<file path="src/rtl/tfc_pkg.sv">
// Shared types, constants and the CRC step for the telemetry frame checker.
`default_nettype none

package tfc_pkg;

    // CRC-16 CCITT constants
    localparam logic [15:0] CRC_POLY = 16'h1021;
    localparam logic [15:0] CRC_INIT = 16'hFFFF;
    localparam logic [15:0] CRC_MSB  = 16'h8000;

    // Register reset values
    localparam logic [31:0] ACCEPT_MAGIC_RST    = 32'h534D4C54;
    localparam logic [31:0] IGNORE_MAGIC_RST    = 32'h314B4341;
    localparam logic [8:0]  EXPECTED_LENGTH_RST = 9'd48;

    // Configuration register indexes
    localparam int CFG_INDEX_W = 2;
    typedef enum logic [CFG_INDEX_W-1:0] {
        CFG_ACCEPT_MAGIC    = 2'd0,
        CFG_IGNORE_MAGIC    = 2'd1,
        CFG_EXPECTED_LENGTH = 2'd2
    } cfg_index_t;

    // Verdict codes
    typedef enum logic [2:0] {
        ST_VALID     = 3'd0,
        ST_REPLY     = 3'd1,
        ST_OTHER     = 3'd2,
        ST_BAD_LEN   = 3'd3,
        ST_BAD_CRC   = 3'd4,
        ST_OVERSIZE  = 3'd5
    } frame_status_t;

    // Byte request payload
    typedef struct packed {
        logic [7:0] received_byte;
        logic       last_byte;
    } byte_req_t;

    // Verdict request payload
    typedef struct packed {
        logic [2:0]  frame_status;
        logic [15:0] sequence_number;
        logic [8:0]  frame_length;
    } verdict_t;

    // Per-frame record handed from the front end to the back end
    typedef struct packed {
        logic        oversize;
        logic        len_fits;     // full count below 512
        logic [8:0]  len_low;
        logic [31:0] magic;
        logic [15:0] seq_word;
        logic [15:0] stored_crc;
        logic [15:0] calc_crc;
    } frame_rec_t;

    localparam int QUEUE_DEPTH = 2;

    // One byte through the CRC, MSB first
    function automatic logic [15:0] crc_step(input logic [15:0] crc, input logic [7:0] b);
        logic [15:0] c;
        c = crc ^ {b, 8'h00};
        for (int i = 0; i < 8; i++) begin
            if ((c & CRC_MSB) != 16'h0000)
                c = {c[14:0], 1'b0} ^ CRC_POLY;
            else
                c = {c[14:0], 1'b0};
        end
        return c;
    endfunction

endpackage

`default_nettype wire

</file>
<file path="src/rtl/tfc_stream_if.sv">
// Valid/ready stream interface carrying one payload type.
`default_nettype none

interface tfc_stream_if #(parameter type payload_t = logic) ();
    logic     valid;
    logic     ready;
    payload_t data;

    modport source (output valid, output data, input ready);
    modport sink   (input valid, input data, output ready);
endinterface

`default_nettype wire

</file>
<file path="src/rtl/tfc_front.sv">
// Front end: takes bytes, tracks frame position, magic, sequence and CRC.
`default_nettype none

module tfc_front
    import tfc_pkg::*;
#(
    parameter int MAX_FRAME_BYTES = 256
) (
    input  wire logic       clk,
    input  wire logic       rst_n,
    input  wire logic       in_valid,
    output logic            in_ready,
    input  wire byte_req_t  in_data,
    output logic            rec_valid,
    input  wire logic       rec_ready,
    output frame_rec_t      rec_data
);

    localparam int LEN_W = $clog2(MAX_FRAME_BYTES + 2);
    localparam int CMP_W = (LEN_W > 10) ? LEN_W : 10;

    logic [LEN_W-1:0] pos_reg, pos_next;
    logic [15:0]      rcrc_reg, rcrc_next;
    logic [31:0]      magic_reg, magic_next;
    logic [15:0]      seq_reg, seq_next;
    logic [15:0]      ccrc_reg, ccrc_next;
    logic             accept;
    logic             in_range;
    logic [CMP_W-1:0] len_wide;

    // Byte is taken whenever the queue has room
    assign in_ready = rec_ready;
    assign accept   = in_valid && in_ready;
    assign in_range = pos_reg < LEN_W'(MAX_FRAME_BYTES);

    // Frame state after this byte
    always_comb
    begin
        pos_next   = pos_reg;
        rcrc_next  = rcrc_reg;
        magic_next = magic_reg;
        seq_next   = seq_reg;
        ccrc_next  = ccrc_reg;
        if (in_range)
        begin
            if (pos_reg < LEN_W'(4))
                magic_next = {in_data.received_byte, magic_reg[31:8]};
            if (pos_reg == LEN_W'(6))
                seq_next = {seq_reg[15:8], in_data.received_byte};
            else if (pos_reg == LEN_W'(7))
                seq_next = {in_data.received_byte, seq_reg[7:0]};
            // CRC runs two bytes behind so the stored CRC stays out of it
            if (pos_reg >= LEN_W'(2))
                rcrc_next = crc_step(rcrc_reg, ccrc_reg[7:0]);
            ccrc_next = {in_data.received_byte, ccrc_reg[15:8]};
            pos_next  = pos_reg + LEN_W'(1);
        end
        else
        begin
            pos_next = LEN_W'(MAX_FRAME_BYTES + 1);
        end
    end

    // Record pushed on the last byte
    assign len_wide = CMP_W'(pos_next);
    assign rec_valid = accept && in_data.last_byte;

    always_comb
    begin
        rec_data.oversize   = pos_next > LEN_W'(MAX_FRAME_BYTES);
        rec_data.len_fits   = len_wide < CMP_W'(512);
        rec_data.len_low    = len_wide[8:0];
        rec_data.magic      = (pos_next >= LEN_W'(4)) ? magic_next : 32'h0;
        rec_data.seq_word   = seq_next;
        rec_data.stored_crc = ccrc_next;
        rec_data.calc_crc   = rcrc_next;
    end

    // Frame state registers, cleared after each last byte
    always_ff @(posedge clk or negedge rst_n)
    begin
        if (!rst_n)
        begin
            pos_reg   <= '0;
            rcrc_reg  <= CRC_INIT;
            magic_reg <= '0;
            seq_reg   <= '0;
            ccrc_reg  <= '0;
        end
        else if (accept)
        begin
            if (in_data.last_byte)
            begin
                pos_reg   <= '0;
                rcrc_reg  <= CRC_INIT;
                magic_reg <= '0;
                seq_reg   <= '0;
                ccrc_reg  <= '0;
            end
            else
            begin
                pos_reg   <= pos_next;
                rcrc_reg  <= rcrc_next;
                magic_reg <= magic_next;
                seq_reg   <= seq_next;
                ccrc_reg  <= ccrc_next;
            end
        end
    end

endmodule

`default_nettype wire

</file>
<file path="src/rtl/tfc_queue.sv">
// Two-entry record queue between front end and back end.
`default_nettype none

module tfc_queue
    import tfc_pkg::*;
(
    input  wire logic       clk,
    input  wire logic       rst_n,
    input  wire logic       push_valid,
    output logic            push_ready,
    input  wire frame_rec_t push_data,
    output logic            pop_valid,
    input  wire logic       pop_ready,
    output frame_rec_t      pop_data
);

    localparam int PTR_W = $clog2(QUEUE_DEPTH);
    localparam int CNT_W = $clog2(QUEUE_DEPTH + 1);

    frame_rec_t       mem_reg [QUEUE_DEPTH];
    logic [PTR_W-1:0] wr_ptr_reg, rd_ptr_reg;
    logic [CNT_W-1:0] count_reg, count_next;
    logic             do_push, do_pop;

    assign push_ready = count_reg != CNT_W'(QUEUE_DEPTH);
    assign pop_valid  = count_reg != '0;
    assign pop_data   = mem_reg[rd_ptr_reg];
    assign do_push    = push_valid && push_ready;
    assign do_pop     = pop_valid && pop_ready;

    // Occupancy
    always_comb
    begin
        count_next = count_reg;
        if (do_push && !do_pop)
            count_next = count_reg + CNT_W'(1);
        else if (do_pop && !do_push)
            count_next = count_reg - CNT_W'(1);
    end

    // Storage
    always_ff @(posedge clk)
    begin
        if (do_push)
            mem_reg[wr_ptr_reg] <= push_data;
    end

    // Pointers
    always_ff @(posedge clk or negedge rst_n)
    begin
        if (!rst_n)
        begin
            wr_ptr_reg <= '0;
            rd_ptr_reg <= '0;
            count_reg  <= '0;
        end
        else
        begin
            if (do_push)
                wr_ptr_reg <= (wr_ptr_reg == PTR_W'(QUEUE_DEPTH - 1)) ? '0
                                                                       : wr_ptr_reg + PTR_W'(1);
            if (do_pop)
                rd_ptr_reg <= (rd_ptr_reg == PTR_W'(QUEUE_DEPTH - 1)) ? '0
                                                                       : rd_ptr_reg + PTR_W'(1);
            count_reg <= count_next;
        end
    end

endmodule

`default_nettype wire

</file>
<file path="src/rtl/tfc_back.sv">
// Back end: configuration registers, verdict decision and output register.
`default_nettype none

module tfc_back
    import tfc_pkg::*;
(
    input  wire logic                   clk,
    input  wire logic                   rst_n,
    input  wire logic                   cfg_wr_en,
    input  wire logic [CFG_INDEX_W-1:0] cfg_index,
    input  wire logic [31:0]            cfg_data,
    input  wire logic                   rec_valid,
    output logic                        rec_ready,
    input  wire frame_rec_t             rec_data,
    output logic                        out_valid,
    input  wire logic                   out_ready,
    output verdict_t                    out_data
);

    logic [31:0]   accept_magic_reg;
    logic [31:0]   ignore_magic_reg;
    logic [8:0]    expected_length_reg;
    logic          out_valid_reg;
    verdict_t      out_data_reg, out_data_next;
    frame_status_t status;
    logic          load;

    // Configuration writes
    always_ff @(posedge clk or negedge rst_n)
    begin
        if (!rst_n)
        begin
            accept_magic_reg    <= ACCEPT_MAGIC_RST;
            ignore_magic_reg    <= IGNORE_MAGIC_RST;
            expected_length_reg <= EXPECTED_LENGTH_RST;
        end
        else if (cfg_wr_en)
        begin
            case (cfg_index)
                CFG_ACCEPT_MAGIC:    accept_magic_reg    <= cfg_data;
                CFG_IGNORE_MAGIC:    ignore_magic_reg    <= cfg_data;
                CFG_EXPECTED_LENGTH: expected_length_reg <= cfg_data[8:0];
                default:             ;
            endcase
        end
    end

    // Verdict in priority order
    always_comb
    begin
        if (rec_data.oversize)
            status = ST_OVERSIZE;
        else if (rec_data.magic == ignore_magic_reg)
            status = ST_REPLY;
        else if (rec_data.magic != accept_magic_reg)
            status = ST_OTHER;
        else if (!(rec_data.len_fits && rec_data.len_low == expected_length_reg))
            status = ST_BAD_LEN;
        else if (rec_data.stored_crc != rec_data.calc_crc)
            status = ST_BAD_CRC;
        else
            status = ST_VALID;
    end

    always_comb
    begin
        out_data_next.frame_status    = status;
        out_data_next.sequence_number = rec_data.seq_word;
        out_data_next.frame_length    = rec_data.len_low;
    end

    // Output register: refills while the current verdict is taken
    assign rec_ready = !out_valid_reg || out_ready;
    assign load      = rec_valid && rec_ready;

    always_ff @(posedge clk or negedge rst_n)
    begin
        if (!rst_n)
            out_valid_reg <= 1'b0;
        else if (rec_ready)
            out_valid_reg <= rec_valid;
    end

    always_ff @(posedge clk)
    begin
        if (load)
            out_data_reg <= out_data_next;
    end

    assign out_valid = out_valid_reg;
    assign out_data  = out_data_reg;

endmodule

`default_nettype wire

</file>
<file path="src/rtl/telemetry_frame_checker_unit.sv">
// Top level of the telemetry frame checker.
//
//  channel      dir  payload                                      request
//  frame_in     in   received_byte[7:0], last_byte                one byte
//  verdict_out  out  frame_status[2:0], sequence_number[15:0],    one verdict per frame
//                    frame_length[8:0]
//  cfg_*        in   cfg_index[1:0], cfg_data[31:0]               one register write
//
// One byte per cycle is taken while the record queue has room; the CRC step for a byte is one
// unrolled stage in the front end. Verdicts pass the record queue, then the output register.
// rst_n clears frame state, the queue and the output register; registers return to defaults.
// The two-entry queue lets the front end keep taking bytes while a verdict waits downstream.
`default_nettype none

module telemetry_frame_checker_unit
    import tfc_pkg::*;
#(
    parameter int MAX_FRAME_BYTES = 256
) (
    input  wire logic                   clk,
    input  wire logic                   rst_n,
    tfc_stream_if.sink                  frame_in,
    tfc_stream_if.source                verdict_out,
    input  wire logic                   cfg_wr_en,
    input  wire logic [CFG_INDEX_W-1:0] cfg_index,
    input  wire logic [31:0]            cfg_data
);

    logic       push_valid, push_ready;
    frame_rec_t push_data;
    logic       pop_valid, pop_ready;
    frame_rec_t pop_data;
    byte_req_t  in_data;
    verdict_t   out_data;

    assign in_data.received_byte = frame_in.data.received_byte;
    assign in_data.last_byte     = frame_in.data.last_byte;

    tfc_front #(
        .MAX_FRAME_BYTES (MAX_FRAME_BYTES)
    ) u_front (
        .clk       (clk),
        .rst_n     (rst_n),
        .in_valid  (frame_in.valid),
        .in_ready  (frame_in.ready),
        .in_data   (in_data),
        .rec_valid (push_valid),
        .rec_ready (push_ready),
        .rec_data  (push_data)
    );

    tfc_queue u_queue (
        .clk        (clk),
        .rst_n      (rst_n),
        .push_valid (push_valid),
        .push_ready (push_ready),
        .push_data  (push_data),
        .pop_valid  (pop_valid),
        .pop_ready  (pop_ready),
        .pop_data   (pop_data)
    );

    tfc_back u_back (
        .clk       (clk),
        .rst_n     (rst_n),
        .cfg_wr_en (cfg_wr_en),
        .cfg_index (cfg_index),
        .cfg_data  (cfg_data),
        .rec_valid (pop_valid),
        .rec_ready (pop_ready),
        .rec_data  (pop_data),
        .out_valid (verdict_out.valid),
        .out_ready (verdict_out.ready),
        .out_data  (out_data)
    );

    assign verdict_out.data.frame_status    = out_data.frame_status;
    assign verdict_out.data.sequence_number = out_data.sequence_number;
    assign verdict_out.data.frame_length    = out_data.frame_length;

endmodule

`default_nettype wire

</file>
<file path="src/flat_wrapper.sv">
// flat-port wrapper written by rule: the top's interface ports become plain ports
module telemetry_frame_checker_unit_flat import tfc_pkg::*;
#(
    parameter int MAX_FRAME_BYTES = 256
)
  (clk, rst_n, cfg_wr_en, cfg_index, cfg_data, frame_in_valid, frame_in_data, frame_in_ready, verdict_out_valid, verdict_out_data, verdict_out_ready);
  tfc_stream_if #(.payload_t(byte_req_t)) frame_in_i ();
  tfc_stream_if #(.payload_t(verdict_t)) verdict_out_i ();
  input  wire logic clk;
  input  wire logic rst_n;
  input  wire logic cfg_wr_en;
  input  wire logic [CFG_INDEX_W-1:0] cfg_index;
  input  wire logic [31:0] cfg_data;
  input wire logic [$bits(frame_in_i.valid)-1:0] frame_in_valid;
  input wire logic [$bits(frame_in_i.data)-1:0] frame_in_data;
  output wire logic [$bits(frame_in_i.ready)-1:0] frame_in_ready;
  output wire logic [$bits(verdict_out_i.valid)-1:0] verdict_out_valid;
  output wire logic [$bits(verdict_out_i.data)-1:0] verdict_out_data;
  input wire logic [$bits(verdict_out_i.ready)-1:0] verdict_out_ready;
  assign frame_in_i.valid = frame_in_valid;
  assign frame_in_i.data = frame_in_data;
  assign frame_in_ready = frame_in_i.ready;
  assign verdict_out_valid = verdict_out_i.valid;
  assign verdict_out_data = verdict_out_i.data;
  assign verdict_out_i.ready = verdict_out_ready;
  telemetry_frame_checker_unit #(.MAX_FRAME_BYTES(MAX_FRAME_BYTES)) u_core (.clk(clk), .rst_n(rst_n), .frame_in(frame_in_i), .verdict_out(verdict_out_i), .cfg_wr_en(cfg_wr_en), .cfg_index(cfg_index), .cfg_data(cfg_data));
endmodule
</file>
<file path="config.mk">
export PLATFORM = sky130hd
export DESIGN_NAME = telemetry_frame_checker_unit_flat
export DESIGN_NICKNAME = d
export VERILOG_FILES = /design/src/rtl/tfc_pkg.sv /design/src/rtl/tfc_stream_if.sv /design/src/rtl/tfc_front.sv /design/src/rtl/tfc_queue.sv /design/src/rtl/tfc_back.sv /design/src/rtl/telemetry_frame_checker_unit.sv /design/src/flat_wrapper.sv
export SDC_FILE = /design/constraint.sdc
export NUM_CORES = 1
export LEC_CHECK = 0
export BUFFER_PORTS_ARGS = -buffer_cell sky130_fd_sc_hd__buf_4
export CAP_MARGIN = 20
export CORE_MARGIN = 2
export CORE_UTILIZATION = 45
export DETAILED_ROUTE_END_ITERATION = 7
export HOLD_SLACK_MARGIN = 0.12
export PLACE_DENSITY_LB_ADDON = 0.12
export SYNTH_ARGS = -nofsm -noshare
export SYNTH_HDL_FRONTEND = slang
export SYNTH_SLANG_ARGS = --single-unit
</file>
<file path="constraint.sdc">
create_clock -name clk -period 6.4 [get_ports clk]
set_clock_uncertainty 0.1 [all_clocks]
set_input_delay 1.28 -clock clk [delete_from_list [all_inputs] [get_ports clk]]
set_output_delay 1.28 -clock clk [all_outputs]
set_load 0.005 [all_outputs]
</file>
==> impl_results.md, run 1 <==
- Max-slew violations: 0
- Std cell rows: 68
- Reg2Reg Depth: 7
- Achievable Freq: 0.293 GHz
- Slew HR: 25.3%
- CTS tree: yes
- N_diodes: 0
- Share of Yosys cell area claimed by the top area cell type: 39.6%
- # hold bufs at CTS: 0
- Most frequent cells in the layout: edfxtp_1, mux2_2, nand2_1, dfrtp_1, xnor2_1
- Maximum VDD drop: 0.000266 V
- Final wirelength: 34500 um
- GR Overflow Total: 0
- Port Buf Inserts: 77
- Leak: 6.89 nW
- Max Cap Viol: 0
- Crit Path Class: reg2reg
- DR DRC count: 0
- Share of cells above drive strength 1: 28.8%
- Reg clk slew, reported paths: 0.06 ns
- Synthesized instance count: 1088
- Buffer count from post-CTS setup fixing: 0
- Synth top area cells: edfxtp_1, dfrtp_1, mux2_2
- Worst-margin pin slew: 1.11 ns
- Yosys warning count: 0
- Power Dens Cells: 446 nW/um2
- Startpoint types: flop
- Clock root cell: clkbuf_16
- Max reg flops: 180
- Post-CTS Resized: 0
- Die width: 191 um
- Largest net degree at the start of global routing: 66
- Status: finished clean
- End of the critical path: u_core.u_back.out_data[27]$_SDFFCE_PP1P_
- Commonest non-fill, non-tap cell in the layout: edfxtp_1
- Clock Path Buffers: 3
- Worst-path fanout max: 43
- Critical R2R Launch: u_core.u_queue.rd_ptr_reg$_DFFE_PN0P_
- Crit path DAT: 3.65 ns
- Yosys cell types: 39
- I/O pin cnt: 78
- Reg-to-reg endpoint: u_core.u_back.out_data[27]$_SDFFCE_PP1P_
- Seq cells post-synth: 375
- Antenna-violating nets left: 0
- Final min period: 3.41 ns
- Hold Vio Cnt, Final: 0
- Tcrit/Tclk final: 53.3%
- Number of flops mapped to enable cells by yosys: 208
- Full die area: 36500 um2
- H-tree depth: 2
- Worst Setup SP: u_core.u_queue.rd_ptr_reg$_DFFE_PN0P_
- R2r setup slk: 2.99 ns
- Routability cong.: 0.772
- Hold WC Path Type: reg2reg
- Vias: 8844
- First drt pass iteration count: 7
- Crit path required time: 6.64 ns
- Vias in the first global route: 8978
- Post-synth top flop: edfxtp_1
- Area of the mapped netlist: 15800 um2
- First-pass GRT wire length: 53700 um
- Seq/Total Area, Yosys: 66.5%
- Final Util: 52.7%
- Initial antenna violation count: 0
- RSZ-0062 raised after global routing: no
- Area Overhead vs Synth: 15.6%
- Critical path endpoint category: flop
- Initial DRC count: 596
- Number of clock sinks: 375
- Final count of negative-setup-slack endpoints: 0
- Clock Latency Late Sink: 0.54 ns
- Total CTS buffers: 41
- Die Ht: 191 um
- Syn avg cell area: 14.5 um2
- Post-layout net count: 1225
- Initial core utilization: 45.6%
- Dpl hpwl: 22700 um
- Final setup TNS: 0 ns
- Placeable Area: 34500 um2
- Post-synth ARST share: 44.5%
- Synth area leader: edfxtp_1
- Synthesized net count: 1139
- GRT Overall Usage: 19.4%
- Routed vias/inst: 5.32
- WL per Instance: 20.8 um
==> cell usage after synthesis, drive strengths merged (3+ instances only) <==
| cell | number |
|---|---|
| a21oi | 36 |
| xor2 | 40 |
| nor4 | 23 |
| dfrtp | 123 |
| mux2i | 33 |
| edfxtp | 208 |
| nand3 | 6 |
| nand2 | 124 |
| nand2b | 4 |
| inv | 5 |
| buf | 18 |
| nor3 | 5 |
| o21ai | 37 |
| xnor2 | 97 |
| or3 | 6 |
| dfstp | 44 |
| mux2 | 130 |
| ha | 3 |
| o22a | 16 |
| clkbuf | 34 |
| nor2 | 18 |
| a22o | 54 |
| nand4 | 9 |
==> layout make-up <==
type	count	area, um2
Fill cell	2965	16300
Sequential cell	375	10500
Multi-Input combinational cell	656	5040
Clock buffer	53	1130
Timing Repair Buffer	95	717
Tap cell	455	569
Clock inverter	23	244
Inverter	5	18.8
==> metal layers <==
layer | vias up | share of wire, % | GRT usage, %
met1 | 4443 | 46 | 27.9
met4 | 0 | 2.5 | 5.98
met3 | 50 | 4.2 | 3.21
met5 | - | 0 | 0
met2 | 208 | 47 | 30.4
li1 | 4143 | - | -
==> power breakdown <==
| group | internal [W] | switching [W] | leakage (nW) | total (W) |
|---|---|---|---|---|
| Clock | 0.00146 | 0.000942 | 0.682 | 0.00240 |
| Combinational | 0.000904 | 0.00118 | 2.23 | 0.00208 |
| Sequential | 0.00327 | 0.000375 | 3.98 | 0.00364 |
==> logic make-up (layout without fill, tap and decap cells) <==
logic type               Yosys count  in the layout  share of synthesized area (%)
AO/OA/AOI/OAI                    149            149                           6.54
XOR/XNOR                         137            137                           7.61
adder cells (fa/ha/maj)            3              3                          0.238
buffers and inverters             57            176                           1.64
flip-flops                       375            375                           66.5
multiplexers                     163            163                           11.6
AND/OR/NAND/NOR                  204            204                           5.88
==> worst min path at each step <==
stage / start / endpoint / slack [ns] / cells after the start
after floorplan: u_core.u_queue.wr_ptr_reg$_DFFE_PN0P_ / u_core.u_queue.wr_ptr_reg$_DFFE_PN0P_ / 0.36 / 1
after global placement: u_core.u_front.magic_reg[5]$_DFFE_PN0N_ / u_core.u_front.magic_reg[5]$_DFFE_PN0N_ / 0.38 / 1
after detailed placement: u_core.u_front.magic_reg[6]$_DFFE_PN0N_ / u_core.u_front.magic_reg[6]$_DFFE_PN0N_ / 0.38 / 1
after CTS: u_core.u_front.magic_reg[2]$_DFFE_PN0N_ / u_core.u_front.magic_reg[2]$_DFFE_PN0N_ / 0.40 / 1
after global routing: u_core.u_front.magic_reg[6]$_DFFE_PN0N_ / u_core.u_front.magic_reg[6]$_DFFE_PN0N_ / 0.42 / 1
final: u_core.u_front.seq_reg[9]$_DFFE_PN0N_ / u_core.u_front.seq_reg[9]$_DFFE_PN0N_ / 0.40 / 1
==> worst max-delay path: stages (launching register included) <==
cell and delay, ns:
dfrtp_4 0.91, buf_4 0.45, mux2i_1 0.35, xnor2_1 0.10
nor4_1 0.40, nand4_1 0.17, or3_1 0.38, o41ai_2 0.32
==> through the flow <==
step	power, W	worst slack, ns	instance area (um2)	hold WS, ns	std cells
3_3_place_gp	0.00577	2.59	16800	0.383	1586
2_1_floorplan	0.00507	0.191	15800	0.361	1088
3_5_place_dp	0.00579	2.54	16800	0.381	1586
4_1_cts	0.00823	2.90	18200	0.401	1662
5_1_grt	0.00855	2.72	18200	0.415	1662
6_report	0.00812	2.99	18200	0.403	1662
Power figures use the tool's default switching activity.
==> run 2, diff against run 1 <==
- clock period: 6.4 -> 3.3 ns (I/O delays scaled with it)
==> run 2 against run 1 <==
Cell count grew 0.66%. Routed wire length shrank 0.33%. Non-clock buffer count is 14 higher. Clock power grew 88%. Sequential power grew 93%.
==> impl_results.md, run 2 (synthesis gave the netlist of run 1 again) <==
- Area Overhead vs Synth: 16.6%
- Routability cong.: 0.816
- Crit path DAT: 3.17 ns
- Status: finished clean
- First drt pass iteration count: 5
- Hold WC Path Type: in2reg
- Placeable Area: 34500 um2
- Reg2Reg Depth: 8
- Achievable Freq: 0.342 GHz
- Total CTS buffers: 40
- Final Non-Filler Cells: 1673
- Initial DRC count: 687
- Hold path start: cfg_data[16]
- DR top layer: met4
- Clock Path Buffers: 3
- Met2 Wirelength: 16100 um
- CTS tree: yes
- GRT Overall Usage: 19.3%
- DR DRC count: 0
- Clock Latency Late Sink: 0.54 ns
- Final wirelength: 34400 um
- Total Power: 0.0157 W
- Tcrit/Tclk final: 88.5%
- Die width: 191 um
- Routed vias/inst: 5.26
- Post-layout net count: 1238
- Hold Vio Cnt, Final: 0
- Maximum VDD drop: 0.000520 V
- Setup ws final: 0.379 ns
- Final min period: 2.92 ns
- Filler cells: 2959
- Max reg flops: 180
- Crit path required time: 3.55 ns
- Antenna-violating nets left: 0
- GR Overflow Total: 0
- First-pass GRT wire length: 53700 um
- Max Cap Viol: 0
- Post-placement cell area: 17000 um2
- Largest net degree at the start of global routing: 75
- H-tree depth: 2
- Full die area: 36500 um2
- DR WL met3: 1300 um
- WL per Instance: 20.6 um
- Reg clk slew, reported paths: 0.06 ns
- R2r setup slk: 0.38 ns
- Worst-path fanout max: 22
- RSZ-0062 raised after global routing: no
- Leak: 6.97 nW
- Clock root cell: clkbuf_16
- Initial core utilization: 45.6%
- Die Ht: 191 um
- Initial antenna violation count: 0
- Commonest non-fill, non-tap cell in the layout: edfxtp_1
- N_diodes: 0
- Pre-CTS setup slack: 0.323 ns
- Slew HR: 42.5%
- Final instance area: 18400 um2
- Number of clock sinks: 375
- Port Buf Inserts: 77
- Critical path endpoint category: flop
- WHS Endpoint: u_core.u_back.ignore_magic_reg[16]$_DFFE_PN1P_
- Vias in the first global route: 8986
- Most frequent cells in the layout: edfxtp_1, mux2_2, nand2_1, dfrtp_1, buf_4
- Dpl hpwl: 22800 um
- Startpoint types: flop
- Register area: 10500 um2
- Vias: 8800
- Crit Path Class: reg2reg
- WHS Path Cells: 2
- I/O pin cnt: 78
- Share of cells above drive strength 1: 29.4%
- DP Cell Count: 1599
- Final count of negative-setup-slack endpoints: 0
- Power Dens Cells: 855 nW/um2
- Area of the multi-input gates: 5040 um2
- Met1 Wirelength: 16600 um
- Reg-to-reg endpoint: u_core.u_back.out_data[27]$_SDFFCE_PP1P_
- Critical R2R Launch: u_core.u_queue.rd_ptr_reg$_DFFE_PN0P_
- Std cell rows: 68
- Final setup TNS: 0 ns
- Max-slew violations: 0
- Worst-margin pin slew: 0.860 ns
==> run 2: metrics by stage <==
| stage | utilization [%] | hold WS (ns) |
|---|---|---|
| after CTS | 53.2 | 0.245 |
| after global placement | 49.3 | 0.383 |
| after global routing | 53.2 | 0.245 |
| final | 53.2 | 0.264 |
| after floorplan | - | 0.264 |
| after detailed placement | 49.3 | 0.381 |
==> run 2: final cells by class <==
| class | instances | share of cell area [%] |
|---|---|---|
| clock inverter | 19 | 0.967 |
| tap | 455 | 3.10 |
| timing repair buffer | 109 | 5.03 |
| inverter | 5 | 0.102 |
| clock buffer | 54 | 6.26 |
| multi-input combinational | 656 | 27.5 |
| sequential | 375 | 57.1 |
==> run 2: per-layer routing <==
metal | up-vias | track usage, %
li1 | 4181 | -
met1 | 4408 | 28.2
met2 | 179 | 30.9
met3 | 32 | 2.97
met4 | 0 | 3.99
met5 | - | 0
==> run 2: worst max path at each step <==
stage	end	cells past startpoint	slack (ns)	from
after CTS	u_core.u_back.out_data[27]$_SDFFCE_PP1P_	7	0.29	u_core.u_queue.rd_ptr_reg$_DFFE_PN0P_
after floorplan	u_core.u_queue.mem_reg[0][0]$_DFFE_PP_	4	0.22	frame_in_valid
final	u_core.u_back.out_data[27]$_SDFFCE_PP1P_	8	0.38	u_core.u_queue.rd_ptr_reg$_DFFE_PN0P_
after detailed placement	u_core.u_back.out_data[27]$_SDFFCE_PP1P_	7	0.32	u_core.u_queue.rd_ptr_reg$_DFFE_PN0P_
after global routing	u_core.u_back.out_data[27]$_SDFFCE_PP1P_	7	0.15	u_core.u_queue.rd_ptr_reg$_DFFE_PN0P_
after global placement	u_core.u_back.out_data[27]$_SDFFCE_PP1P_	7	0.39	u_core.u_queue.rd_ptr_reg$_DFFE_PN0P_
==> run 2: what timing repair did <==
item	in CTS	in global routing
hold endpoints to repair	38	0
endpoints found under the setup margin	0	0
gates resized for setup	0	0
hold buffers	1	0
setup buffers	0	0
==> run 2: critical path, cell delays in order, from the launching register on <==
cell,delay (ns)
dfrtp_4,0.67
buf_12,0.21
buf_4,0.17
mux2i_2,0.28
xnor2_1,0.09
nor4_1,0.29
nand4_1,0.17
or3_1,0.42
o41ai_2,0.32
==> run 2: where the power goes <==
group	switching (W)	internal, W	total, W
clock network	0.00182	0.00269	0.00451
registers	0.000677	0.00634	0.00702
logic	0.00232	0.00187	0.00418
==> run 3, diff against run 2 <==
- CORE_UTILIZATION: 45 -> 40
==> run 3 against run 2 <==
Sequential share of layout area is 0.50 points lower. Clock power is 5.5% higher. Register-to-register slack better by 0.12 ns. Power is 1.8% higher. Combinational power is 1% higher. Global-route usage is 1.6 points lower. Sequential power hardly changed. Setup slack better by 0.12 ns. Critical endpoint unchanged. Largest cell class unchanged.
==> impl_results.md, run 3 (synthesis gave the netlist of run 1 again) <==
- End of the critical path: u_core.u_back.out_data[27]$_SDFFCE_PP1P_
- WHS: 0.272 ns
- Full die area: 41000 um2
- Vias in the first global route: 9173
- Initial DRC count: 495
- Hold Vio Cnt, Final: 0
- Leak: 7.02 nW
- Share of cells above drive strength 1: 29.8%
- CP delay by family, top: simple AND/OR/NAND/NOR gates
- Most frequent cells in the layout: edfxtp_1, mux2_2, nand2_1, dfrtp_1, buf_4
- Clock Latency Late Sink: 0.55 ns
- Startpoint types: flop
- Crit path largest cell delay: 0.63 ns
- WP buf/inv: 1
- Power Dens Cells: 863 nW/um2
- RSZ-0062 raised after global routing: no
- R2r setup slk: 0.49 ns
- Final wirelength: 35900 um
- Reg clk slew, reported paths: 0.06 ns
- Dpl hpwl: 23800 um
- Critical path endpoint category: flop
- Reg2Reg Depth: 7
- Port Buf Inserts: 77
- Routability cong.: 0.780
- Max Cap Viol: 0
- GRT Overall Usage: 17.8%
- Crit Path Class: reg2reg
- Total Power: 0.0160 W
- Reg-to-reg endpoint: u_core.u_back.out_data[27]$_SDFFCE_PP1P_
- Die width: 202 um
- Largest net degree at the start of global routing: 65
- Clock Path Buffers: 3
- Final count of negative-setup-slack endpoints: 0
- Post-layout net count: 1238
- Area Overhead vs Synth: 17.6%
- DR DRC count: 0
- Worst-margin pin slew: 0.823 ns
- CP cell instances: buf_12, mux2_2, xor2_1, nor3_1, nand4_1, or3_1, o41ai_2
- Antenna-violating nets left: 0
- Routed vias/inst: 5.14
- Max reg flops: 180
- Final min period: 2.81 ns
- Commonest non-fill, non-tap cell in the layout: edfxtp_1
- Initial core utilization: 40.7%
- First drt pass iteration count: 7
- Std cell rows: 72
- WP depth: 7
- Vias: 8934
- Status: finished clean
- Worst Setup SP: u_core.u_queue.rd_ptr_reg$_DFFE_PN0P_
- Die Ht: 202 um
- GR Overflow Total: 0
- Placeable Area: 38700 um2
- Maximum VDD drop: 0.000446 V
- Crit path DAT: 3.05 ns
- Final setup TNS: 0 ns
- Crit path required time: 3.55 ns
- H-tree depth: 2
- Final Util: 47.8%
- Initial antenna violation count: 0
- Slowest-stage cell, CP: dfrtp_4
- I/O pin cnt: 78
- Tcrit/Tclk final: 85.0%
- WL per Instance: 20.7 um
- Clock root cell: clkbuf_16
- First-pass GRT wire length: 56000 um
- Achievable Freq: 0.356 GHz
- Worst-path fanout max: 17
- Number of clock sinks: 375
- Filler cells: 3433
- WHS Path Cells: 2
- Slew HR: 44.7%
- Total CTS buffers: 41
- CTS tree: yes
- Critical R2R Launch: u_core.u_queue.rd_ptr_reg$_DFFE_PN0P_
- Max-slew violations: 0
- Hold WC Path Type: in2reg
-- run 3: changes by cell type in the layout (fill, tap and decap cells not counted), sizes merged --
cell / before / now
clkinv: 13 / 14
clkbuf: 54 / 55
diode: 0 / 1
buf: 108 / 107
bufinv: 3 / 4
-- run 3: where the power goes --
group / switching (W) / internal (W)
Combinational: 0.00234 / 0.00187
Clock: 0.00185 / 0.00291
Sequential: 0.000680 / 0.00634
Total: 0.00487 / 0.0111
-- run 3: per-stage QoR --
stage | cell area (um2) | worst slack [ns] | cells
final | 18500 | 0.495 | 1739
after global routing | 18500 | 0.216 | 1738
after CTS | 18500 | 0.222 | 1737
after detailed placement | 17100 | 0.239 | 1660
after global placement | 17100 | 0.228 | 1660
after floorplan | 15800 | 0.216 | 1088
-- run 3: worst min-delay path by stage --
stage          slack [ns]                               startpoint                                             end
3_5_place_dp         0.38  u_core.u_front.magic_reg[7]$_DFFE_PN0N_         u_core.u_front.magic_reg[7]$_DFFE_PN0N_
3_3_place_gp         0.38  u_core.u_front.magic_reg[2]$_DFFE_PN0N_         u_core.u_front.magic_reg[2]$_DFFE_PN0N_
2_1_floorplan        0.26                                    rst_n   u_core.u_back.accept_magic_reg[0]$_DFFE_PN0P_
6_report             0.27                              cfg_data[9]   u_core.u_back.ignore_magic_reg[9]$_DFFE_PN1P_
5_1_grt              0.25                             cfg_data[23]  u_core.u_back.accept_magic_reg[23]$_DFFE_PN0P_
4_1_cts              0.24                              cfg_data[9]   u_core.u_back.ignore_magic_reg[9]$_DFFE_PN1P_
-- run 3: area by class of cell --
| type | count | area [um2] | share of cell area [%] |
|---|---|---|---|
| clock inverters | 21 | 214 | 1.15 |
| diodes | 1 | 2.50 | 0.0135 |
| clock buffers | 55 | 1210 | 6.56 |
| repair buffers | 108 | 905 | 4.88 |
| inverters | 5 | 18.8 | 0.101 |
| flip-flops and latches | 375 | 10500 | 56.6 |
| multi-input cells | 656 | 5040 | 27.2 |
| well taps | 518 | 648 | 3.50 |
-- run 3: what timing repair did --
| action | in CTS | in global routing |
|---|---|---|
| setup buffers | 0 | 1 |
| endpoints found under the setup margin | 0 | 1 |
| hold buffers | 1 | 0 |
| endpoints found under the hold margin | 31 | 0 |
| resized for setup | 0 | 0 |
-- run 3: routing by layer --
layer	wire (um)	part of all wire [%]	vias to the layer above	global-route usage, %
li1	-	-	4163	-
met1	16900	47	4545	25.5
met2	16900	47	174	28.1
met3	1430	4.0	52	2.89
met4	762	2.1	0	4.98
met5	0	0	-	0
